<file path="src/rtl/jsu_pkg.sv">
package jsu_pkg;

  localparam int CP_W = 21;

  typedef enum logic {
    TK_RAW,
    TK_UTF
  } tok_kind_t;

  // one decided unit of output: a raw byte or a code point to be utf-8 encoded
  typedef struct packed {
    tok_kind_t         kind;
    logic [CP_W-1:0]   cp;
    logic              last;
  } tok_t;

endpackage

</file>
<file path="src/rtl/jsu_front.sv">
module jsu_front (
  input  logic          clk,
  input  logic          rst_n,
  input  logic          in_tvalid,
  output logic          in_tready,
  input  logic [7:0]    in_tdata,
  input  logic          in_tlast,
  input  logic          q_full,
  output logic          q_push,
  output jsu_pkg::tok_t q_tok
);
  import jsu_pkg::*;

  localparam int WIN   = 12;
  localparam int CNT_W = $clog2(WIN + 1);
  localparam int IDX_W = $clog2(WIN);

  localparam logic [7:0] CH_BS = 8'h5C;
  localparam logic [7:0] CH_U  = 8'h75;
  localparam logic [7:0] CH_B  = 8'h62;
  localparam logic [7:0] CH_F  = 8'h66;
  localparam logic [7:0] CH_N  = 8'h6E;
  localparam logic [7:0] CH_R  = 8'h72;
  localparam logic [7:0] CH_T  = 8'h74;

  typedef logic [WIN-1:0][7:0] win_t;

  win_t             win_r, win_nxt, win_sh;
  logic [CNT_W-1:0] cnt_r, cnt_nxt, cnt_sh, cnt_base, used;
  logic             lst_r, lst_nxt;
  logic             blocked_now, blocked_sh, res_go, in_fire, pair;
  logic [15:0]      hi_unit, lo_unit;
  tok_t             tok;

  function automatic logic [3:0] hex_val(input logic [7:0] c);
    logic [3:0] v;
    v = 4'h0;
    if (c inside {[8'h30:8'h39]}) begin
      v = c[3:0];
    end else if (c inside {[8'h41:8'h46], [8'h61:8'h66]}) begin
      v = c[3:0] + 4'd9;
    end
    return v;
  endfunction

  function automatic logic [7:0] esc_map(input logic [7:0] c);
    logic [7:0] v;
    case (c)
      CH_B:    v = 8'h08;
      CH_F:    v = 8'h0C;
      CH_N:    v = 8'h0A;
      CH_R:    v = 8'h0D;
      CH_T:    v = 8'h09;
      default: v = c;
    endcase
    return v;
  endfunction

  // head of the window still needs more bytes before it can be decided
  function automatic logic is_blocked(input win_t w, input logic [CNT_W-1:0] c,
                                      input logic l);
    return (c == '0) ||
           (!l && w[0] == CH_BS &&
            (c < CNT_W'(2) || (w[1] == CH_U && c < CNT_W'(WIN))));
  endfunction

  always_comb begin
    hi_unit = {hex_val(win_r[2]), hex_val(win_r[3]), hex_val(win_r[4]), hex_val(win_r[5])};
    lo_unit = {hex_val(win_r[8]), hex_val(win_r[9]), hex_val(win_r[10]),
               hex_val(win_r[11])};
    pair = (cnt_r == CNT_W'(WIN)) &&
           (win_r[2] inside {8'h44, 8'h64}) &&
           (win_r[3] inside {8'h38, 8'h39, 8'h41, 8'h61, 8'h42, 8'h62}) &&
           (win_r[6] == CH_BS) && (win_r[7] == CH_U) &&
           (win_r[8] inside {8'h44, 8'h64}) &&
           (win_r[9] inside {[8'h43:8'h46], [8'h63:8'h66]});

    tok      = '0;
    tok.kind = TK_RAW;
    used     = CNT_W'(1);
    if (win_r[0] != CH_BS) begin
      tok.cp = CP_W'(win_r[0]);
    end else if (cnt_r < CNT_W'(2)) begin
      tok.cp = CP_W'(CH_BS);
    end else if (win_r[1] != CH_U) begin
      tok.cp = CP_W'(esc_map(win_r[1]));
      used   = CNT_W'(2);
    end else if (cnt_r < CNT_W'(6)) begin
      tok.cp = CP_W'(CH_U);
      used   = CNT_W'(2);
    end else if (pair) begin
      tok.kind = TK_UTF;
      tok.cp   = CP_W'(17'h10000) + CP_W'({hi_unit[9:0], lo_unit[9:0]});
      used     = CNT_W'(WIN);
    end else begin
      tok.kind = TK_UTF;
      tok.cp   = CP_W'(hi_unit);
      used     = CNT_W'(6);
    end

    cnt_sh   = cnt_r - used;
    win_sh   = win_r >> {used, 3'b000};
    tok.last = lst_r && (cnt_sh == '0);

    blocked_now = is_blocked(win_r, cnt_r, lst_r);
    blocked_sh  = is_blocked(win_sh, cnt_sh, lst_r);
    res_go      = !blocked_now && !q_full;
    in_tready   = blocked_now || (res_go && blocked_sh);
    in_fire     = in_tvalid && in_tready;

    q_push = res_go;
    q_tok  = tok;

    win_nxt  = res_go ? win_sh : win_r;
    cnt_base = res_go ? cnt_sh : cnt_r;
    if (in_fire) begin
      win_nxt[cnt_base[IDX_W-1:0]] = in_tdata;
    end
    cnt_nxt = cnt_base + CNT_W'(in_fire);

    if (in_fire) begin
      lst_nxt = in_tlast;
    end else if (res_go && cnt_sh == '0) begin
      lst_nxt = 1'b0;
    end else begin
      lst_nxt = lst_r;
    end
  end

  always_ff @(posedge clk) begin
    if (!rst_n) begin
      cnt_r <= '0;
      lst_r <= 1'b0;
    end else begin
      cnt_r <= cnt_nxt;
      lst_r <= lst_nxt;
    end
  end

  always_ff @(posedge clk) begin
    win_r <= win_nxt;
  end

  a_win_bound: assert property (@(posedge clk) disable iff (!rst_n)
    cnt_r <= CNT_W'(WIN))
    else $error("window count beyond depth");

  a_last_nonempty: assert property (@(posedge clk) disable iff (!rst_n)
    lst_r |-> cnt_r != '0)
    else $error("end of string marked on empty window");

  a_accept_after_flush: assert property (@(posedge clk) disable iff (!rst_n)
    (in_fire && lst_r) |-> (res_go && cnt_sh == '0))
    else $error("new word taken before string flushed");

endmodule

</file>
<file path="src/rtl/jsu_queue.sv">
module jsu_queue #(
  parameter int DEPTH = 4
) (
  input  logic          clk,
  input  logic          rst_n,
  input  logic          push,
  input  jsu_pkg::tok_t push_tok,
  output logic          full,
  input  logic          pop,
  output logic          not_empty,
  output jsu_pkg::tok_t pop_tok
);
  import jsu_pkg::*;

  localparam int PW = (DEPTH > 1) ? $clog2(DEPTH) : 1;
  localparam int CW = $clog2(DEPTH + 1);

  tok_t          mem_r [DEPTH];
  logic [PW-1:0] wr_r, wr_nxt, rd_r, rd_nxt;
  logic [CW-1:0] count_r, count_nxt;

  always_comb begin
    full      = (count_r == CW'(DEPTH));
    not_empty = (count_r != '0);
    pop_tok   = mem_r[rd_r];
    wr_nxt    = wr_r;
    rd_nxt    = rd_r;
    if (push) begin
      wr_nxt = (wr_r == PW'(DEPTH - 1)) ? '0 : wr_r + PW'(1);
    end
    if (pop) begin
      rd_nxt = (rd_r == PW'(DEPTH - 1)) ? '0 : rd_r + PW'(1);
    end
    count_nxt = count_r + CW'(push) - CW'(pop);
  end

  always_ff @(posedge clk) begin
    if (!rst_n) begin
      wr_r    <= '0;
      rd_r    <= '0;
      count_r <= '0;
    end else begin
      wr_r    <= wr_nxt;
      rd_r    <= rd_nxt;
      count_r <= count_nxt;
    end
  end

  always_ff @(posedge clk) begin
    if (push) begin
      mem_r[wr_r] <= push_tok;
    end
  end

  a_no_overflow: assert property (@(posedge clk) disable iff (!rst_n)
    push |-> (!full || pop))
    else $error("queue overflow");

endmodule

</file>
<file path="src/rtl/jsu_back.sv">
module jsu_back (
  input  logic          clk,
  input  logic          rst_n,
  input  logic          q_valid,
  input  jsu_pkg::tok_t q_tok,
  output logic          q_pop,
  output logic          out_tvalid,
  input  logic          out_tready,
  output logic [7:0]    out_tdata,
  output logic          out_tlast
);
  import jsu_pkg::*;

  logic       out_valid_r, out_valid_nxt;
  logic [7:0] out_byte_r, out_byte_nxt;
  logic       out_last_r, out_last_nxt;
  logic [1:0] k_r, k_nxt;
  logic [1:0] n_m1, rem;
  logic       load, final_byte;
  logic [7:0] lead, cont, cur;

  always_comb begin
    if (q_tok.kind == TK_RAW || q_tok.cp <= CP_W'(16'h007F)) begin
      n_m1 = 2'd0;
    end else if (q_tok.cp <= CP_W'(16'h07FF)) begin
      n_m1 = 2'd1;
    end else if (q_tok.cp <= CP_W'(16'hFFFF)) begin
      n_m1 = 2'd2;
    end else begin
      n_m1 = 2'd3;
    end
    rem        = n_m1 - k_r;
    final_byte = (k_r == n_m1);

    case (n_m1)
      2'd0:    lead = (q_tok.kind == TK_RAW) ? q_tok.cp[7:0] : {1'b0, q_tok.cp[6:0]};
      2'd1:    lead = 8'hC0 | {3'b000, q_tok.cp[10:6]};
      2'd2:    lead = 8'hE0 | {4'b0000, q_tok.cp[15:12]};
      default: lead = 8'hF0 | {5'b00000, q_tok.cp[20:18]};
    endcase

    case (rem)
      2'd0:    cont = {2'b10, q_tok.cp[5:0]};
      2'd1:    cont = {2'b10, q_tok.cp[11:6]};
      default: cont = {2'b10, q_tok.cp[17:12]};
    endcase

    cur   = (k_r == 2'd0) ? lead : cont;
    load  = q_valid && (!out_valid_r || out_tready);
    q_pop = load && final_byte;

    out_valid_nxt = out_valid_r && !out_tready;
    out_byte_nxt  = out_byte_r;
    out_last_nxt  = out_last_r;
    k_nxt         = k_r;
    if (load) begin
      out_valid_nxt = 1'b1;
      out_byte_nxt  = cur;
      out_last_nxt  = q_tok.last && final_byte;
      k_nxt         = final_byte ? 2'd0 : k_r + 2'd1;
    end
  end

  always_ff @(posedge clk) begin
    if (!rst_n) begin
      out_valid_r <= 1'b0;
      k_r         <= 2'd0;
    end else begin
      out_valid_r <= out_valid_nxt;
      k_r         <= k_nxt;
    end
    out_byte_r <= out_byte_nxt;
    out_last_r <= out_last_nxt;
  end

  assign out_tvalid = out_valid_r;
  assign out_tdata  = out_byte_r;
  assign out_tlast  = out_last_r;

  a_mid_token_held: assert property (@(posedge clk) disable iff (!rst_n)
    k_r != 2'd0 |-> q_valid)
    else $error("partly sent code point left the queue");

endmodule

</file>
<file path="src/rtl/json_string_unescape_utf8.sv">
// channel | dir | tdata            | tlast                | tuser
// in_     | in  | [7:0] raw byte   | final byte of string | -
// out_    | out | [7:0] utf-8 byte | final byte of string | -
//
// plain bytes flow at one word per cycle unless out_ stalls; a decided escape becomes one queue token
// \u escapes expand to 1 to 4 output bytes, one per cycle from the encoder while out_ is ready
// a failed pair lookahead rescans the bytes behind the first \uXXXX from the window
// reset: synchronous rst_n clears window count, queue pointers and output valid
// out_ stalls fill the queue, then the front and in_tready hold
module json_string_unescape_utf8 #(
  parameter int QUEUE_DEPTH = 4
) (
  input  logic       clk,
  input  logic       rst_n,
  input  logic       in_tvalid,
  output logic       in_tready,
  input  logic [7:0] in_tdata,   // [7:0] in_byte
  input  logic       in_tlast,
  output logic       out_tvalid,
  input  logic       out_tready,
  output logic [7:0] out_tdata,  // [7:0] out_byte
  output logic       out_tlast
);
  import jsu_pkg::*;

  tok_t push_tok, pop_tok;
  logic push, pop, full, not_empty;

  jsu_front u_front (
    .clk       (clk),
    .rst_n     (rst_n),
    .in_tvalid (in_tvalid),
    .in_tready (in_tready),
    .in_tdata  (in_tdata),
    .in_tlast  (in_tlast),
    .q_full    (full),
    .q_push    (push),
    .q_tok     (push_tok)
  );

  jsu_queue #(
    .DEPTH (QUEUE_DEPTH)
  ) u_queue (
    .clk       (clk),
    .rst_n     (rst_n),
    .push      (push),
    .push_tok  (push_tok),
    .full      (full),
    .pop       (pop),
    .not_empty (not_empty),
    .pop_tok   (pop_tok)
  );

  jsu_back u_back (
    .clk        (clk),
    .rst_n      (rst_n),
    .q_valid    (not_empty),
    .q_tok      (pop_tok),
    .q_pop      (pop),
    .out_tvalid (out_tvalid),
    .out_tready (out_tready),
    .out_tdata  (out_tdata),
    .out_tlast  (out_tlast)
  );

endmodule

</file>
<file path="config.mk">
export PLATFORM = sky130hd
export DESIGN_NAME = json_string_unescape_utf8
export DESIGN_NICKNAME = d
export VERILOG_FILES = /design/src/rtl/jsu_pkg.sv /design/src/rtl/jsu_front.sv /design/src/rtl/jsu_queue.sv /design/src/rtl/jsu_back.sv /design/src/rtl/json_string_unescape_utf8.sv
export SDC_FILE = /design/constraint.sdc
export NUM_CORES = 1
export LEC_CHECK = 0
export BUFFER_PORTS_ARGS = -buffer_cell sky130_fd_sc_hd__buf_2
export CORE_MARGIN = 1.5
export CORE_UTILIZATION = 60
export DETAILED_ROUTE_END_ITERATION = 8
export GPL_TIMING_DRIVEN = 0
export PLACE_DENSITY = 0.74
export SLEW_MARGIN = 20
export SYNTH_ARGS = -nofsm -noshare
export SYNTH_HDL_FRONTEND = slang
export SYNTH_SLANG_ARGS = --single-unit
</file>
<file path="constraint.sdc">
create_clock -name clk -period 8.9 [get_ports clk]
set_input_delay 0 -clock clk [delete_from_list [all_inputs] [get_ports clk]]
set_output_delay 0 -clock clk [all_outputs]
set_load 0.03 [all_outputs]
</file>
==> metrics.txt, run 1 <==
status finished clean; DIE AREA 0.0225 mm2; vias 11900; final clock skew 0.0205 ns; gr ovfl total 0; core area 0.0211 mm2; ys async rst share 0; fillers 1683; max-capacitance violation count 0; CTS Sinks 214; most common cell in the synthesized netlist nand2_1; Seq/Total Area, Yosys 0.409; site row count 53; WL final 47900 um; Buf+Inv Stages, Crit Path 8; Final TNS setup 0 ns; port bufs 22; die span in x 150 um; Inserted Clock Buffers 24; Vias/cell 6.93; Detail Route Antenna Nets 0; most used cell, CP clkbuf_1; Period minus WS final 7.59 ns; RSZ-0062 raised after global routing false; Setup Buffers After CTS 0; prevailing post-synth register cell dfxtp_1; hpwl dp 34500 um; leakage 5.27 nW; slowest cell on the critical path nor3_1; Mapped Cells 1369; 1st-pass router iterations 8; Power Density 341 mW/mm2; drt wl/cell 27.8 um; Post-Syn Area 0.0130 mm2; Initial Utilization 0.615; CTS tree built; drt initial violations 1647; CP startpoint kind flop; Multi-input gate area 0.00703 mm2; layout cells sized above 1 0.132; Hold/Removal Path Class primary input to flop; Worst setup EP type flop; pin count of the biggest net entering global routing 24; largest fanout on the critical path 10; Final Setup Violations 0; Area growth syn-to-layout 10.9%; Worst Path Required 9.38 ns; final cycle utilization of the critical path 0.853; Ys Warns 0; RePlAce Congestion 1.07; clock root cell clkbuf_16; synth unique cells 88; Commonest cells post-synth 198 x nand2_1, 113 x dfxtp_1, 101 x edfxtp_1; top cell family by delay on the critical path buffers and inverters; post-synthesis register bit count 214; Final nets 1495; CTS Buffer Depth 3; Syn Nets 1432; Max-Slew Margin vs Limit 0.213; vias in the first global route 11600; chip height 150 um; Crit Path Class flop to flop; clk_lat worst skew 0.54 ns; Slew Limit Fails 0; H-tree Lvls 1; total power 4.89 mW; ANT cells 0; worst-margin pin slew 1.18 ns; Post-synth EDFFs 101; global-route wire length before repair 70600 um; Max VDD drop 278 uV; top cells by area, synth edfxtp_1 23%, dfxtp_1 17%, nand2_1 5.7%; Max stage delay on crit path 0.76 ns; FMAX 0.132 GHz; Overall Global Routing Usage 0.432; clock-pin slew on the worst setup and hold paths 0.07 ns; area share of the largest cell type after synthesis 0.234; register area 0.00530 mm2; Synth area leader edfxtp_1; # IOs 24; CP Cell Sequence nor4bb_1 > and3_1 > clkbuf_1 > clkbuf_1 > clkbuf_1 > clkbuf_1 > buf_1 > nand2_1 > ha_1 > a21o_1 > a21o_1 > xnor2_1 > xnor2_1 > mux2_2 > clkbuf_2 > nor3_1 > clkbuf_1 > nand2_1 > o21ai_0 > dlygate4sd3_1; # DRC 0; syn avg cell area 9.47 um2; initial antenna violation count 0; Hold Vio Cnt, Final 0; Critical Path AT 8.07 ns
==> state kept, by name, indices dropped and copies added (netlist names), named ones only <==
register / flops
u_queue.mem_r: 92
u_back.out_tvalid: 1
u_back.k_r: 2
u_back.out_tlast: 1
u_queue.wr_r: 2
u_back.out_tdata: 8
u_front.cnt_r: 4
u_front.win_r: 96
u_queue.rd_r: 2
u_front.lst_r: 1
u_queue.count_r: 3
==> cell usage in the layout, fill, tap and decap left out, drive strengths merged, types with 8 or more instances in the layout <==
cell type and count:
a21oi 90, a221oi 8, nor3 22, a21boi 10
nand3 39, nor4b 9, buf 56, dfxtp 113
a211oi 14, dlygate4sd3 14, a311oi 10, nor2b 10
xnor2 11, mux4 23, edfxtp 101, a22oi 27
a222oi 11, mux2i 57, and2 12, o22ai 10
ha 48, mux2 47, nand2 198, a31oi 23
inv 52, and3 9, clkinv 11, a21o 11
o21ai 77, nor2 89, clkbuf 97, nor4 13
==> stage by stage <==
stage | hold WS [ns] | area [um2] | cells | setup WS (ns) | util
2_1_floorplan | 0.109 | 13000 | 1369 | 3.74 | -
3_3_place_gp | 0.265 | 13400 | 1666 | 1.84 | 0.636
3_5_place_dp | 0.272 | 13400 | 1667 | 1.79 | 0.637
4_1_cts | 0.269 | 14400 | 1725 | 1.65 | 0.681
5_1_grt | 0.291 | 14400 | 1725 | 1.09 | 0.682
6_report | 0.273 | 14400 | 1725 | 1.31 | 0.682
==> path summary, 6_finish.rpt <==
kind	start	to	slack, ns	cells past startpoint
worst min register to register	u_queue.rd_r[1]	flop	0.50	2
worst max-delay path	u_front.win_r[2]	u_front.win_r[4]	1.31	20
worst max register to register	u_front.win_r[2]	u_front.win_r[4]	1.31	20
worst min-delay path	in_tdata[1]	u_front.win_r[17]	0.27	3
==> where the power goes <==
group	internal (mW)	total, mW	switching (mW)
Sequential	1.38	1.60	0.217
Clock	0.581	1.01	0.428
Combinational	0.771	2.29	1.52
==> metal layers <==
layer,GRT usage,part of all wire,up-vias
met2,0.688,0.45,867
li1,-,-,5203
met4,0.286,0.078,0
met5,0,0,-
met1,0.521,0.35,5630
met3,0.100,0.12,247
==> what timing repair did <==
| item | CTS | global route |
|---|---|---|
| hold buffers | 14 | 0 |
| hold endpoints to repair | 42 | 0 |
| gates resized for setup | 0 | 0 |
==> worst reg2reg max path, delay by kind of cell (launching register included) <==
family / cells / cell delay, ns
AO/OA/AOI/OAI: 3 / 0.43
XOR/XNOR: 2 / 0.50
adder cells (fa/ha/maj): 1 / 0.39
buffers and inverters: 8 / 3.62
flip-flops: 1 / 0.37
multiplexers: 1 / 0.30
AND/OR/NAND/NOR: 5 / 1.89
==> cells by family (layout without fill, tap and decap cells) <==
| group | Yosys count | after routing | synth area share |
|---|---|---|---|
| multiplexers | 127 | 127 | 0.126 |
| flip-flops | 214 | 214 | 0.409 |
| XOR/XNOR | 15 | 15 | 0.0101 |
| AO/OA/AOI/OAI | 353 | 353 | 0.178 |
| AND/OR/NAND/NOR | 454 | 454 | 0.178 |
| adder cells (fa/ha/maj) | 50 | 50 | 0.0494 |
| buffers and inverters | 156 | 237 | 0.0496 |
==> cell type report <==
type	instances	share of cell area
clock buffer	28	0.0450
tap	275	0.0239
inverter	54	0.0141
buffer	102	0.0306
clock inverter	16	0.0103
multi-input combinational	999	0.489
sequential	214	0.368
timing repair buffer	37	0.0185
Note: power is estimated with default switching activity, not from simulation.
==> inputs of run 2 (changes only) <==
--- a/config.mk
+++ b/config.mk
@@ -14,4 +14,5 @@
 export SLEW_MARGIN = 20
 export SYNTH_ARGS = -nofsm -noshare
 export SYNTH_HDL_FRONTEND = slang
+export SYNTH_HIERARCHICAL = 1
 export SYNTH_SLANG_ARGS = --single-unit
==> run 2 against run 1 <==
  * Area after synthesis rose by 0.41%
  * Clock skew fell by 0.0045 ns
  * Largest cell class unchanged
  * Critical path type unchanged
  * Highest routed layer is now met5
  * Fmax rose by 4.5%
==> metrics.txt, run 2 <==
max reg flops 96; # IOs 24; RePlAce Congestion 1.12; die span in x 150 um; final setup margin 1.63 ns; register area 0.00530 mm2; vias 12400; area share of the largest cell type after synthesis 0.233; global-route wire length before repair 77000 um; port bufs 23; Inst Count DP 1616; Inserted Clock Buffers 24; WL final 53700 um; leakage 5.25 nW; synth unique cells 100; layout cells sized above 1 0.119; chip height 150 um; Final TNS setup 0 ns; Seq/Total Area, Yosys 0.407; # DRC 0; pre-CTS WS 2.10 ns; CTS Sinks 214; post-synthesis register bit count 214; Max VDD drop 298 uV; prevailing post-synth register cell dfxtp_1; commonest cells after routing, fill and taps aside 130 x nand2_1, 113 x dfxtp_1, 108 x nor2_1; core area 0.0212 mm2; site row count 53; worst-margin pin slew 1.22 ns; top cells by area, synth edfxtp_1 23%, dfxtp_1 17%, mux2i_1 6.8%; hpwl dp 37300 um; drt wl/cell 32.1 um; gr ovfl total 0; clock root cell clkbuf_16; syn avg cell area 9.88 um2; CTS tree built; Detail Route Antenna Nets 0; final clock skew 0.0160 ns; Final nets 1439; Syn Nets 1375; CP startpoint kind flop; Placed Area 0.0135 mm2; Hold/Removal Path Class primary input to flop; drt initial violations 1826; status finished clean; Post-CTS Resized 0; Finished Layout Cells 1674; Synth area leader edfxtp_1; fillers 1624; clk_lat worst skew 0.54 ns; Crit Path Class flop to flop; Critical Path AT 7.68 ns; vias in the first global route 11700; RSZ-0062 raised after global routing false; Period minus WS final 7.27 ns; Most flops, register u_front/win_r; Max-Slew Margin vs Limit 0.174; H-tree Lvls 1; clock-pin slew on the worst setup and hold paths 0.06 ns; Area growth syn-to-layout 10.8%; largest fanout on the critical path 8; Post-synth EDFFs 101; Worst setup EP type flop; Initial Utilization 0.615; Vias/cell 7.40; initial antenna violation count 1; Commonest cells post-synth 130 x nand2_1, 113 x dfxtp_1, 108 x nor2_1; max-capacitance violation count 0; DIE AREA 0.0226 mm2; Slew Limit Fails 0; Power Density 375 mW/mm2; Overall Global Routing Usage 0.478; most common cell in the synthesized netlist nand2_1; ys async rst share 0; pin count of the biggest net entering global routing 24; CTS Buffer Depth 3; fin area 0.0144 mm2; 1st-pass router iterations 9; Mapped Cells 1317; final cycle utilization of the critical path 0.816; Final Setup Violations 0; Multi-input gate area 0.00708 mm2; hold slack final 0.110 ns; Worst Path Required 9.31 ns; Hold Vio Cnt, Final 0; commonest non-fill, non-tap cell in the layout nand2_1; Post-Syn Area 0.0130 mm2; Ys Warns 6; FMAX 0.138 GHz
-- run 2: what timing repair did --
action,in CTS,in global routing
buffers inserted,0,0
hold buffers,14,0
endpoints found under the hold margin,51,0
endpoints found under the setup margin,0,0
-- run 2: cell type report --
class                      instances  share of cell area
buffer                            84              0.0296
sequential                       214               0.367
timing repair buffer              38              0.0185
clock inverter                    14             0.00963
clock buffer                      29              0.0443
tap                              275              0.0239
inverter                          59              0.0155
multi-input combinational        960               0.491
antenna                            1            0.000174
-- run 2: routing by layer --
| layer | wire, um | vias to the layer above | track usage |
|---|---|---|---|
| li1 | - | 5120 | - |
| met1 | 18400 | 5853 | 0.553 |
| met2 | 23400 | 1077 | 0.744 |
| met3 | 6600 | 340 | 0.143 |
| met4 | 5320 | 2 | 0.369 |
| met5 | 9 | - | 0 |
-- run 2: path summary, 6_finish.rpt --
kind,cells past startpoint,to,from,slack [ns]
hold reg to reg,2,u_back/k_r[0],u_back/k_r[0],0.51
hold / removal,6,u_front/win_r[8],in_tvalid,0.11
setup / recovery,16,u_front/win_r[87],u_front/win_r[22],1.63
setup reg to reg,16,u_front/win_r[87],u_front/win_r[22],1.63
-- run 2: report_power, final --
part / internal, mW / total (mW) / switching (mW)
Clock: 0.571 / 0.997 / 0.426
Sequential: 1.42 / 1.80 / 0.385
Combinational: 0.924 / 2.60 / 1.68
-- run 2: through the flow --
step	utilization	total power [mW]
after floorplan	-	3.35
after global routing	0.682	5.55
after detailed placement	0.638	4.22
after CTS	0.681	5.25
final	0.682	5.40
after global placement	0.637	4.16
-- run 2: logic make-up (layout without fill, tap and decap cells) --
| logic type | after synthesis | after routing | synth area share |
|---|---|---|---|
| xor+xnor | 14 | 14 | 0.0120 |
| other cells | 0 | 1 | 0 |
| simple gates | 392 | 392 | 0.157 |
| compound gates | 364 | 364 | 0.190 |
| mux | 145 | 145 | 0.139 |
| flops | 214 | 214 | 0.407 |
| buf+inv | 143 | 224 | 0.0500 |
| fa+ha+maj | 45 | 45 | 0.0444 |
-- run 2: worst max-delay path: stages, from the launching register on --
cell and delay (ns):
dfxtp_1 0.48, nor4b_1 1.02, nand3_1 0.22, or4_1 0.74, nor2_1 0.45, nor2_1 0.30
inv_1 0.31, ha_1 0.28, nor2b_1 0.12, o21ai_0 0.17, a21boi_0 0.20, o21ai_0 0.46
o2111ai_1 0.29, and4b_1 0.44, nor2_1 0.20, nor4_4 1.00, mux2_2 0.43
